$ cat src/rtl/bta_pkg.sv
package bta_pkg;

   // results per input character, at most this many
   localparam int BTA_MAX_RESULTS = 4;
   localparam int BTA_COUNT_W     = $clog2(BTA_MAX_RESULTS + 1);
   localparam int BTA_QUEUE_DEPTH = 2;

   // result kinds
   localparam logic KIND_DATA = 1'b0;
   localparam logic KIND_END  = 1'b1;

   // characters of interest
   localparam logic [7:0] CH_BACKSLASH = 8'h5c;
   localparam logic [7:0] CH_X_LOWER   = 8'h78;
   localparam logic [7:0] CH_ZERO      = 8'h30;
   localparam logic [7:0] CH_NINE      = 8'h39;
   localparam logic [7:0] CH_A_LOWER   = 8'h61;
   localparam logic [7:0] CH_F_LOWER   = 8'h66;
   localparam logic [7:0] CH_A_UPPER   = 8'h41;
   localparam logic [7:0] CH_F_UPPER   = 8'h46;
   localparam logic [7:0] CH_SPACE     = 8'h20;
   localparam logic [7:0] CH_TAB       = 8'h09;
   localparam logic [7:0] CH_CR        = 8'h0d;
   localparam logic [3:0] NIB_TEN      = 4'd10;

   typedef enum logic [1:0] {
      ST_OK      = 2'd0,
      ST_SPACE   = 2'd1,
      ST_INVALID = 2'd2,
      ST_TRUNC   = 2'd3
   } status_type;

   typedef struct packed {
      logic [7:0] char_in;
      logic       last_char;
   } req_type;

   typedef struct packed {
      logic       out_kind;
      logic [7:0] data_byte;
      status_type status;
      logic       last_out;
   } rsp_type;

   // one result without its position flag
   typedef struct packed {
      logic       out_kind;
      logic [7:0] data_byte;
      status_type status;
   } res_type;

   // everything one input character produces, handed from front to back
   typedef struct packed {
      logic [BTA_COUNT_W-1:0]          count;
      res_type [BTA_MAX_RESULTS-1:0]   res;
   } work_type;

   function automatic logic is_digit(input logic [7:0] c);
      return (c >= CH_ZERO) && (c <= CH_NINE);
   endfunction

   // space, tab, newline, vertical tab, form feed, carriage return
   function automatic logic is_space(input logic [7:0] c);
      return (c == CH_SPACE) || ((c >= CH_TAB) && (c <= CH_CR));
   endfunction

endpackage

$ cat src/rtl/bta_front.sv
module bta_front
   import bta_pkg::*;
(
   input  logic     clock,
   input  logic     reset,
   input  logic     accept,
   input  req_type  req_data,
   output logic     work_push,
   output work_type work
);

   typedef enum logic [4:0] {
      PH_START    = 5'b00001,
      PH_START_BS = 5'b00010,
      PH_HEX      = 5'b00100,
      PH_OCT      = 5'b01000,
      PH_OCT_ESC  = 5'b10000
   } phase_type;

   phase_type  phase_ff, phase_in;
   logic [7:0] held_chars_ff [2];
   logic [7:0] held_chars_in [2];
   logic [1:0] held_count_ff, held_count_in;
   logic [3:0] high_nibble_ff, high_nibble_in;
   logic       pair_open_ff, pair_open_in;
   status_type error_code_ff, error_code_in;

   // classify the character, update field state and collect its results
   always_comb begin
      logic [7:0]             c;
      logic [BTA_COUNT_W-1:0] cnt;
      res_type [BTA_MAX_RESULTS-1:0] res;
      logic [3:0]             nib;
      logic                   nib_ok;
      logic [9:0]             oct_val;
      status_type             st;

      c   = req_data.char_in;
      cnt = '0;
      res = '0;
      st  = ST_OK;
      phase_in       = phase_ff;
      held_chars_in  = held_chars_ff;
      held_count_in  = held_count_ff;
      high_nibble_in = high_nibble_ff;
      pair_open_in   = pair_open_ff;
      error_code_in  = error_code_ff;

      // hex digit value
      nib    = 4'd0;
      nib_ok = 1'b1;
      if (is_digit(c)) begin
         nib = 4'(c - CH_ZERO);
      end else if ((c >= CH_A_LOWER) && (c <= CH_F_LOWER)) begin
         nib = 4'(c - CH_A_LOWER) + NIB_TEN;
      end else if ((c >= CH_A_UPPER) && (c <= CH_F_UPPER)) begin
         nib = 4'(c - CH_A_UPPER) + NIB_TEN;
      end else begin
         nib_ok = 1'b0;
      end

      // three octal digits, kept modulo 256
      oct_val = ({6'd0, 4'(held_chars_ff[0] - CH_ZERO)} << 6)
              | ({6'd0, 4'(held_chars_ff[1] - CH_ZERO)} << 3)
              | {6'd0, 4'(c - CH_ZERO)};

      case (phase_ff)
         PH_START_BS: begin
            if (c == CH_X_LOWER) begin
               phase_in      = PH_HEX;
               pair_open_in  = 1'b0;
               error_code_in = ST_OK;
            end else if (is_digit(c)) begin
               phase_in         = PH_OCT_ESC;
               held_chars_in[0] = c;
               held_count_in    = 2'd1;
            end else begin
               phase_in = PH_OCT;
               held_count_in = 2'd0;
               res[cnt[1:0]] = '{KIND_DATA, c, ST_OK};
               cnt = cnt + 1'b1;
            end
         end
         PH_HEX: begin
            if (error_code_ff == ST_OK) begin
               if (is_space(c)) begin
                  if (pair_open_ff) error_code_in = ST_SPACE;
               end else if (!nib_ok) begin
                  error_code_in = ST_INVALID;
               end else if (pair_open_ff) begin
                  res[cnt[1:0]] = '{KIND_DATA, {high_nibble_ff, nib}, ST_OK};
                  cnt = cnt + 1'b1;
                  pair_open_in = 1'b0;
               end else begin
                  high_nibble_in = nib;
                  pair_open_in   = 1'b1;
               end
            end
         end
         PH_OCT: begin
            if (c == CH_BACKSLASH) begin
               phase_in      = PH_OCT_ESC;
               held_count_in = 2'd0;
            end else begin
               res[cnt[1:0]] = '{KIND_DATA, c, ST_OK};
               cnt = cnt + 1'b1;
            end
         end
         PH_OCT_ESC: begin
            if (is_digit(c)) begin
               if (held_count_ff < 2'd2) begin
                  held_chars_in[held_count_ff[0]] = c;
                  held_count_in = held_count_ff + 2'd1;
               end else begin
                  res[cnt[1:0]] = '{KIND_DATA, oct_val[7:0], ST_OK};
                  cnt = cnt + 1'b1;
                  phase_in      = PH_OCT;
                  held_count_in = 2'd0;
               end
            end else if (held_count_ff == 2'd0) begin
               res[cnt[1:0]] = '{KIND_DATA, c, ST_OK};
               cnt = cnt + 1'b1;
               phase_in = PH_OCT;
            end else begin
               // short escape: digits go out literally, then c unless backslash
               res[cnt[1:0]] = '{KIND_DATA, held_chars_ff[0], ST_OK};
               cnt = cnt + 1'b1;
               if (held_count_ff == 2'd2) begin
                  res[cnt[1:0]] = '{KIND_DATA, held_chars_ff[1], ST_OK};
                  cnt = cnt + 1'b1;
               end
               held_count_in = 2'd0;
               if (c == CH_BACKSLASH) begin
                  phase_in = PH_OCT_ESC;
               end else begin
                  phase_in = PH_OCT;
                  res[cnt[1:0]] = '{KIND_DATA, c, ST_OK};
                  cnt = cnt + 1'b1;
               end
            end
         end
         default: begin
            // field start, also for codes that mean nothing
            if (c == CH_BACKSLASH) begin
               phase_in = PH_START_BS;
            end else begin
               phase_in = PH_OCT;
               res[cnt[1:0]] = '{KIND_DATA, c, ST_OK};
               cnt = cnt + 1'b1;
            end
         end
      endcase

      // end of field: flush, append the end marker, return to reset values
      if (req_data.last_char) begin
         if (phase_in == PH_HEX) begin
            st = error_code_in;
            if ((st == ST_OK) && pair_open_in) st = ST_TRUNC;
         end else if (phase_in == PH_OCT_ESC) begin
            if (held_count_in >= 2'd1) begin
               res[cnt[1:0]] = '{KIND_DATA, held_chars_in[0], ST_OK};
               cnt = cnt + 1'b1;
            end
            if (held_count_in >= 2'd2) begin
               res[cnt[1:0]] = '{KIND_DATA, held_chars_in[1], ST_OK};
               cnt = cnt + 1'b1;
            end
         end
         res[cnt[1:0]] = '{KIND_END, 8'd0, st};
         cnt = cnt + 1'b1;
         phase_in       = PH_START;
         held_count_in  = 2'd0;
         high_nibble_in = 4'd0;
         pair_open_in   = 1'b0;
         error_code_in  = ST_OK;
      end

      work.count = cnt;
      work.res   = res;
   end

   assign work_push = accept && (work.count != '0);

   // field state
   always_ff @(posedge clock) begin
      if (reset) begin
         phase_ff       <= PH_START;
         held_count_ff  <= 2'd0;
         high_nibble_ff <= 4'd0;
         pair_open_ff   <= 1'b0;
         error_code_ff  <= ST_OK;
      end else if (accept) begin
         phase_ff       <= phase_in;
         held_count_ff  <= held_count_in;
         high_nibble_ff <= high_nibble_in;
         pair_open_ff   <= pair_open_in;
         error_code_ff  <= error_code_in;
      end
   end

   // held octal digits
   always_ff @(posedge clock) begin
      if (accept) begin
         held_chars_ff <= held_chars_in;
      end
   end

endmodule

$ cat src/rtl/bta_queue.sv
module bta_queue
   import bta_pkg::*;
#(
   parameter int DEPTH = BTA_QUEUE_DEPTH
)
(
   input  logic     clock,
   input  logic     reset,
   input  logic     push,
   input  work_type push_data,
   input  logic     pop,
   output logic     full,
   output logic     not_empty,
   output work_type head
);

   localparam int PTR_W = (DEPTH > 1) ? $clog2(DEPTH) : 1;
   localparam int CNT_W = $clog2(DEPTH + 1);
   localparam logic [PTR_W-1:0] LAST_PTR = PTR_W'(DEPTH - 1);
   localparam logic [CNT_W-1:0] FULL_CNT = CNT_W'(DEPTH);

   work_type         entry_ff [DEPTH];
   logic [PTR_W-1:0] wr_ptr_ff, wr_ptr_in;
   logic [PTR_W-1:0] rd_ptr_ff, rd_ptr_in;
   logic [CNT_W-1:0] fill_ff, fill_in;

   assign full      = (fill_ff == FULL_CNT);
   assign not_empty = (fill_ff != '0);
   assign head      = entry_ff[rd_ptr_ff];

   // pointer and fill count update
   always_comb begin
      wr_ptr_in = wr_ptr_ff;
      rd_ptr_in = rd_ptr_ff;
      fill_in   = fill_ff;
      if (push) begin
         wr_ptr_in = (wr_ptr_ff == LAST_PTR) ? '0 : wr_ptr_ff + 1'b1;
      end
      if (pop) begin
         rd_ptr_in = (rd_ptr_ff == LAST_PTR) ? '0 : rd_ptr_ff + 1'b1;
      end
      case ({push, pop})
         2'b10:   fill_in = fill_ff + 1'b1;
         2'b01:   fill_in = fill_ff - 1'b1;
         default: fill_in = fill_ff;
      endcase
   end

   always_ff @(posedge clock) begin
      if (reset) begin
         wr_ptr_ff <= '0;
         rd_ptr_ff <= '0;
         fill_ff   <= '0;
      end else begin
         wr_ptr_ff <= wr_ptr_in;
         rd_ptr_ff <= rd_ptr_in;
         fill_ff   <= fill_in;
      end
   end

   // entry storage
   always_ff @(posedge clock) begin
      if (push) begin
         entry_ff[wr_ptr_ff] <= push_data;
      end
   end

endmodule

$ cat src/rtl/bta_back.sv
module bta_back
   import bta_pkg::*;
(
   input  logic     clock,
   input  logic     reset,
   input  logic     head_valid,
   input  work_type head,
   input  logic     rsp_pop,
   output logic     rsp_empty,
   output rsp_type  rsp_data,
   output logic     head_done
);

   localparam int IDX_W = $clog2(BTA_MAX_RESULTS);

   logic [IDX_W-1:0] idx_ff, idx_in;
   logic             final_res;
   logic             take;

   // walk the results of the head entry one per transaction
   assign final_res = ({1'b0, idx_ff} + BTA_COUNT_W'(1)) == head.count;
   assign rsp_empty = !head_valid;
   assign take      = rsp_pop && head_valid;
   assign head_done = take && final_res;

   always_comb begin
      rsp_data.out_kind  = head.res[idx_ff].out_kind;
      rsp_data.data_byte = head.res[idx_ff].data_byte;
      rsp_data.status    = head.res[idx_ff].status;
      rsp_data.last_out  = final_res;
   end

   always_comb begin
      idx_in = idx_ff;
      if (head_done) begin
         idx_in = '0;
      end else if (take) begin
         idx_in = idx_ff + 1'b1;
      end
   end

   always_ff @(posedge clock) begin
      if (reset) begin
         idx_ff <= '0;
      end else begin
         idx_ff <= idx_in;
      end
   end

endmodule

$ cat src/rtl/bytea_text_unescape.sv
// path: a character's results are registered in the work queue and reach the rsp ports once its entry is at the head
// throughput: one character per cycle; a character that yields n results holds the
//   result side for n rsp transactions, and req_full rises once the work queue (QUEUE_DEPTH) fills
// characters that yield no result are not queued but still wait while the queue is full
// reset: synchronous, active high; clears field state, queue pointers and result index
module bytea_text_unescape
   import bta_pkg::*;
#(
   parameter int QUEUE_DEPTH = BTA_QUEUE_DEPTH
)
(
   input  logic    clock,
   input  logic    reset,
   input  logic    req_push,
   output logic    req_full,
   input  req_type req_data,
   output logic    rsp_empty,
   input  logic    rsp_pop,
   output rsp_type rsp_data
);

   logic     accept;
   logic     work_push;
   work_type work;
   logic     q_full;
   logic     q_not_empty;
   work_type q_head;
   logic     q_pop;

   assign req_full = q_full;
   assign accept   = req_push && !q_full;

   // front: classify characters, track field state
   bta_front u_front (
      .clock     (clock),
      .reset     (reset),
      .accept    (accept),
      .req_data  (req_data),
      .work_push (work_push),
      .work      (work)
   );

   // work queue between front and back
   bta_queue #(
      .DEPTH (QUEUE_DEPTH)
   ) u_queue (
      .clock     (clock),
      .reset     (reset),
      .push      (work_push),
      .push_data (work),
      .pop       (q_pop),
      .full      (q_full),
      .not_empty (q_not_empty),
      .head      (q_head)
   );

   // back: hand out results one transaction at a time
   bta_back u_back (
      .clock      (clock),
      .reset      (reset),
      .head_valid (q_not_empty),
      .head       (q_head),
      .rsp_pop    (rsp_pop),
      .rsp_empty  (rsp_empty),
      .rsp_data   (rsp_data),
      .head_done  (q_pop)
   );

   // a queued entry always carries at least one result
   assert property (@(posedge clock) disable iff (reset)
      work_push |-> (work.count != '0) && (work.count <= BTA_COUNT_W'(BTA_MAX_RESULTS)))
      else $error("work entry with bad result count");

   // a field's final character always ends with an end marker
   assert property (@(posedge clock) disable iff (reset)
      (accept && req_data.last_char) |->
         work_push && (work.res[work.count[1:0] - 2'd1].out_kind == KIND_END))
      else $error("final character without end marker");

   // an end marker is always the final result of its character
   assert property (@(posedge clock) disable iff (reset)
      (!rsp_empty && (rsp_data.out_kind == KIND_END)) |-> rsp_data.last_out)
      else $error("end marker not flagged as final result");

endmodule
$ cat config.mk
export PLATFORM = sky130hd
export DESIGN_NAME = bytea_text_unescape
export DESIGN_NICKNAME = d
export VERILOG_FILES = /design/src/rtl/bta_pkg.sv /design/src/rtl/bta_front.sv /design/src/rtl/bta_queue.sv /design/src/rtl/bta_back.sv /design/src/rtl/bytea_text_unescape.sv
export SDC_FILE = /design/constraint.sdc
export NUM_CORES = 1
export LEC_CHECK = 0
export BUFFER_PORTS_ARGS = -buffer_cell sky130_fd_sc_hd__buf_2
export CAP_MARGIN = 20
export CORE_ASPECT_RATIO = 0.8
export CORE_MARGIN = 2
export CORE_UTILIZATION = 45
export DETAILED_ROUTE_END_ITERATION = 12
export GPL_ROUTABILITY_DRIVEN = 0
export HOLD_SLACK_MARGIN = 0.15
export PLACE_DENSITY_LB_ADDON = 0.25
export SLEW_MARGIN = 20
export SYNTH_ARGS = -nofsm -noshare
export SYNTH_HDL_FRONTEND = slang
export SYNTH_SLANG_ARGS = --single-unit
$ cat constraint.sdc
create_clock -name clock -period 10 [get_ports clock]
set_input_delay 3 -clock clock [delete_from_list [all_inputs] [get_ports clock]]
set_output_delay 3 -clock clock [all_outputs]
set_load 0.005 [all_outputs]
Yosys cells after proc, flatten, opt, wreduce, memory -nomap -nowiden:

Memories as Yosys holds them, arrays and structs flattened. A register that Yosys moved wholly into a read port is not among the register bits.
Cells that the tools add are included.

* register bits after elaboration: 36
* bits in writable memories: 94
* bits of input ports: 13
* output and inout port bits: 14
* logic and storage cells: 229
* memories: 1

* $add $sub $neg: 18
* magnitude comparators: 22
* equality and inequality tests: 16
* mux-type cells: 130
* bitwise gates (word level): 3
* reductions and logical operators: 28

Memories
* u_queue.entry_ff: depth 2, bits a word 47, rd ports 1, clocked after Yosys merged registers in 1, write ports 1, RTL line bta_queue.sv:22 `work_type entry_ff [DEPTH];`

Operator list (number)
* two-way mux 44 bit: 10
* bitwise mux 44 bit: 4
* two-way mux 11 bit: 14
* two-way mux 33 bit: 3
* demux 11 bit (select 2 bit): 4
* two-way mux 3 bit: 19
* two-way mux 10 bit: 5
* two-way mux 4 bit: 10
* two-way mux 5 bit: 8
* one-hot mux 11 bit (3 select lines): 1
* two-way mux 16 bit: 2
* two-way mux 2 bit: 16
* two-way mux 8 bit: 4
* binary-select mux 11 bit (select 2 bit): 1
* two-way mux 1 bit: 20
* one-hot mux 5 bit (4 select lines): 1
* bitwise mux 16 bit: 1
* equality test 8 x 7 -> 1 bit (second input constant): 2
* greater-or-equal comparator 8 x 7 -> 1 bit (second input constant): 2
* <= comparator 8 x 7 -> 1 bit (second input constant): 2
* one-hot mux 8 bit (2 select lines): 1
* subtractor 4 x 1 -> 4 bit (second input constant): 4
* < comparator 2 x 3 -> 1 bit (second input constant): 5
* logical AND 1 bit: 14
* other kinds (38): 64

Logic depth before layout (Yosys ltp):

* word-level depth: 26
* depth in mapped cells: 25
* depth with buffers taken out: 24

Cells and area by module:

A second synthesis with hierarchy kept.

* cell total of the unflattened synthesis: 695
* area total of the unflattened synthesis: 7662.3 µm²

By module, submodules not included
* bta_front: times used 1, cells each 492, area each 3604.7 µm², sequential area each 760.7 µm²
* bta_queue: times used 1, cells each 168, area each 3592.2 µm², sequential area each 2922.8 µm²
* bta_back: times used 1, cells each 34, area each 451.7 µm², sequential area each 40.0 µm²
* bytea_text_unescape: times used 1, cells each 1, area each 13.8 µm², sequential area each 0.0 µm²

Least setup slack after synthesis:

No wires, ideal clock.

* path kind: in2reg
* start point: input port req_data[1] in the netlist's numbering
* end point: memory u_queue.entry_ff[0][0] in the netlist's numbering, enable pin
* library setup time: 0.452 ns
* arrival: 8.824 ns
* required time: 9.548 ns
* setup slack: 0.725 ns
* stages on the path: 22
* path buffers: 1
* path through: inv_1 -> ha_1 -> o21bai_1 -> a21oi_1 -> buf_2 -> nor2_1 -> inv_1 -> ha_1 -> inv_1 -> nor4_1 -> or3_1 -> ha_1 -> a21oi_1 -> ha_1 -> mux2_2 -> a21o_1 -> ha_1 -> nor2b_1 -> o41ai_1 -> o311ai_2 -> and2_1 -> nor2_1

* longest elaborated chain between the ends: 25
* elaborated cells on any way between the ends: 62
* those cells by class: add/sub: 3; order compare: 10; eq/ne: 5; mux: 37; reduce/logical: 7

Ends and longest elaborated chain
* from (decl): RTL line bytea_text_unescape.sv:16 `input req_type req_data,`
* greater-or-equal comparator 8 x 7 -> 1 bit / <= comparator 8 x 7 -> 1 bit (equally long branches): RTL line bta_front.sv:56 `end else if ((c >= CH_A_UPPER) && (c <= CH_F_UPPER)) begin`
* logical AND 1 bit: RTL line bta_front.sv:56
* two-way mux 1 bit: RTL line bta_front.sv:56
* two-way mux 1 bit: RTL line bta_front.sv:54 `end else if ((c >= CH_A_LOWER) && (c <= CH_F_LOWER)) begin`
* two-way mux 1 bit: RTL line bta_front.sv:52 `if (is_digit(c)) begin`
* two-way mux 3 bit: RTL line bta_front.sv:88 `end else if (!nib_ok) begin`
* two-way mux 3 bit: RTL line bta_front.sv:86 `if (is_space(c)) begin`
* two-way mux 3 bit: RTL line bta_front.sv:85 `if (error_code_ff == ST_OK) begin`
* (+9 left out)
* two-way mux 3 bit: RTL line bta_front.sv:156 `if (phase_in == PH_HEX) begin`
* two-way mux 3 bit: RTL line bta_front.sv:155 `if (req_data.last_char) begin`
* adder 3 x 1 -> 3 bit: RTL line bta_front.sv:170 `cnt = cnt + 1'b1;`
* two-way mux 3 bit *: RTL line bta_front.sv:155
* nonzero test 3 bit *: RTL line bta_front.sv:182 `assign work_push = accept && (work.count != '0);`
* logical AND 1 bit *: RTL line bta_front.sv:182
* two-way mux 1 bit *: RTL line bta_queue.sv:63 `if (push) begin`
* two-way mux 1 bit (implied by the code) *: RTL line bta_queue.sv:64 `entry_ff[wr_ptr_ff] <= push_data;`
* to (decl): RTL line bta_queue.sv:22

Mark *: on every way between the ends. The rest lies on a longest branch, timed or not. The select of a mux whose other input is x is not followed.

Final worst setup path:

* start point: input port req_data[2] in the netlist's numbering
* end point: memory u_queue.entry_ff[0][3] in the netlist's numbering, enable pin

The elaborated chain is that of the path after synthesis.

==> parameters.txt <==
Parameter                              Value

Run status
  Outcome    finished clean

Clocking
  Cts bufs inserted    17
  Hold-fix buffers, CTS    0
  Clk_lat worst skew    430 ps
  Clock input transition at the sequential cells of the worst setup and hold paths    60 ps
  Count of buffers added by post-CTS timing repair for setup    0
  Number of buffers on the longest clock path    2
  H-tree depth    4
  Root Driver    sky130_fd_sc_hd__clkbuf_16
  CTS tree    done
  Number of gates given a new drive strength after cts    0
  Number of clock sinks seen by CTS    131

Die
  Initial core utilization    45.82%
  Top-Level Pins    27
  Number of rows in the core area    42
  DIE AREA    17800 um^2
  Width of the die    148.7 um
  Chip height    119.7 um
  Core ar.    16450 um^2

STA
  Max Clk Rate    120.2 MHz
  Crit path time final    8318 ps
  Clock tree skew after final layout    15.03 ps
  Setup TNS Final    0 ps
  RSZ-0062 raised after global routing    false
  Final period util    83.18%
  Setup violations, final    0
  Pins Over Slew Limit    0
  Final count of hold timing violations    0
  Worst-Margin Slew    948.4 ps
  Max transition margin    36.71%

Routing
  WL per Instance    21.63 um
  Number of antenna-violating nets in the routed design    0
  Via count normalized by instance count    6.254
  Iter 0 DRT Violations    765
  Total vias in the final route    5772
  DRT Pass-1 Iters    5
  Total wire length    19.96 mm
  DRC    0

Global routing
  Overflow after GRT    0
  Global-route wire length before repair    31.13 mm
  Largest net degree at the start of global routing    49
  Initial antenna violation count    0
  Total track usage    23.15%
  Vias in the first global route    5488

Final layout
  Antenna Diode Count    0
  Core Util, Final    50.81%
  Fraction of layout cells with a size suffix above 1    16.64%
  Filler cell count in the final layout    1476
  Area grow syn2layout    10.89%
  Final-stage net count    723

Synthesis
  Top FF cell, synth    sky130_fd_sc_hd__edfxtp_1
  Fraction of post-synthesis cell area in the top cell type by area    43.83%
  Number of synthesized flops with an enable pin    110
  Cell types with the largest area share after synthesis    sky130_fd_sc_hd__edfxtp_1 (44%), sky130_fd_sc_hd__mux4_2 (6.6%), sky130_fd_sc_hd__dfxtp_1 (5.6%)
  Flops & latches, synth    131
  Nets in the synthesized netlist    712
  Post-synthesis cell area    7536 um^2
  Distinct cell type count after synthesis    80
  Asr flop ratio synth    0%
  Sequential-to-total area share from yosys stat    49.41%
  Mean instance size in the synthesized netlist    11.08 um^2
  Number of warning messages in the yosys log    0
  Instance count of the mapped netlist    680
  Biggest area consumer among synthesized cells    sky130_fd_sc_hd__edfxtp_1

Critical path
  Critical path endpoint category    flip-flop
  Critical path start-end classification    in2reg
  Required arrival time at the worst endpoint    10050 ps
  Worst-path fanout max    47
  Register-to-register path setup slack    4380 ps
  Critical Path AT    8370 ps
  Sort of element at the start of the critical path    primary input

Min path
  Worst hold-check path type    reg2reg

Place
  Count of input and output buffers    26
  DP HPWL    14.20 mm

Power
  Leakage power    2.967 nW
  Power density cells    165.0 nW/um^2
  Max VDD drop    114.7 uV

Flow run
  Max-Cap Viols    0
## final timing paths
path         depth (start not counted)                        end                      start
max                                 20     u_queue.entry_ff[0][3]                req_data[2]
min                                  2  u_front.high_nibble_ff[0]  u_front.high_nibble_ff[0]
max reg2reg                         17     u_queue.entry_ff[0][3]        u_front.phase_ff[0]
min reg2reg                          2  u_front.high_nibble_ff[0]  u_front.high_nibble_ff[0]
## final cells by class
cell class	instances	area (um^2)	area share, %
sequential	131	3725	44.57
multi-input combinational	473	3501	41.89
clock buffer	20	436.7	5.225
tap	220	275.3	3.294
timing repair buffer	31	167.7	2.006
inverter	37	138.9	1.662
clock inverter	11	112.6	1.348
## registers in the layout, summed over array words and instances (netlist names), named ones only
register / count
u_front.error_code_ff: 2
u_queue.fill_ff: 2
u_back.idx_ff: 2
u_queue.wr_ptr_ff: 1
u_front.high_nibble_ff: 4
u_front.held_chars_ff: 16
u_front.held_count_ff: 2
u_queue.entry_ff: 94
u_front.phase_ff: 5
u_front.pair_open_ff: 1
u_queue.rd_ptr_ff: 1
## kinds of logic after synthesis
family                   synth area share [%]
flip-flops                              49.41
AND/OR/NAND/NOR                         14.81
adder cells (fa/ha/maj)                 3.155
XOR/XNOR                                1.278
multiplexers                            10.91
buffers and inverters                   4.333
AO/OA/AOI/OAI                           16.11
## critical path, cell delays in order
cell and delay [ps]:
sky130_fd_sc_hd__buf_2 190, sky130_fd_sc_hd__inv_1 130, sky130_fd_sc_hd__ha_1 240, sky130_fd_sc_hd__o21bai_1 200, sky130_fd_sc_hd__a21o_1 460, sky130_fd_sc_hd__nand2_1 410, sky130_fd_sc_hd__nor2_1 460, sky130_fd_sc_hd__nand2_1 250
sky130_fd_sc_hd__ha_1 330, sky130_fd_sc_hd__a21oi_1 300, sky130_fd_sc_hd__ha_1 310, sky130_fd_sc_hd__mux2_2 280, sky130_fd_sc_hd__a21o_1 200, sky130_fd_sc_hd__ha_1 310, sky130_fd_sc_hd__nor2b_1 60, sky130_fd_sc_hd__o41ai_1 80
sky130_fd_sc_hd__o311ai_2 230, sky130_fd_sc_hd__and2_1 270, sky130_fd_sc_hd__nor2_4 80, sky130_fd_sc_hd__buf_4 520
## metrics by stage
stage          power (mW)  instances  setup slack, ps  hold WS, ps  cell area (um^2)
2_1_floorplan      0.7616        680            724.6        477.1              7536
3_3_place_gp       0.8046        892             1669        498.5              7807
3_5_place_dp       0.8103        892             1390        501.3              7807
4_1_cts             1.393        923             1832        541.0              8357
5_1_grt             1.434        923             1310        569.6              8357
6_report            1.379        923             1682        526.2              8357
## cell usage after synthesis, drive strengths merged (11+ instances only)
library cell and n:
a21oi 45, a22oi 14, a32oi 12, and2 14, buf 18, clkbuf 21, dfxtp 21, edfxtp 110
ha 19, inv 36, mux2 13, mux2i 18, mux4 22, nand2 65, nand3 15, nor2 70
nor3 11, o21ai 33, o22ai 14
## report_power, final
part	internal (mW)	switching (mW)	leakage [nW]
Clock	0.361	0.218	0.259
Combinational	0.0634	0.0848	1.52
Sequential	0.632	0.0184	1.19
## placed cells by master (no fill, tap or decap), drive strengths merged, types with 11 or more instances in the layout
master and n:
a21oi 45, a22oi 14, a32oi 12, and2 14
buf 31, clkbuf 20, dfxtp 21, edfxtp 110
ha 19, inv 37, mux2 13, mux2i 18
mux4 22, nand2 65, nand3 15, nor2 70
nor3 11, o21ai 33, o22ai 14
## metal layers
| metal | vias up | part of all wire (%) | global-route usage (%) |
|---|---|---|---|
| met5 | - | 0 | 0 |
| li1 | 2606 | - | - |
| met2 | 329 | 45 | 35.39 |
| met1 | 2783 | 44 | 32.42 |
| met4 | 0 | 2.3 | 7.143 |
| met3 | 54 | 9.3 | 6.198 |
Note: power is estimated with default switching activity, not from simulation.
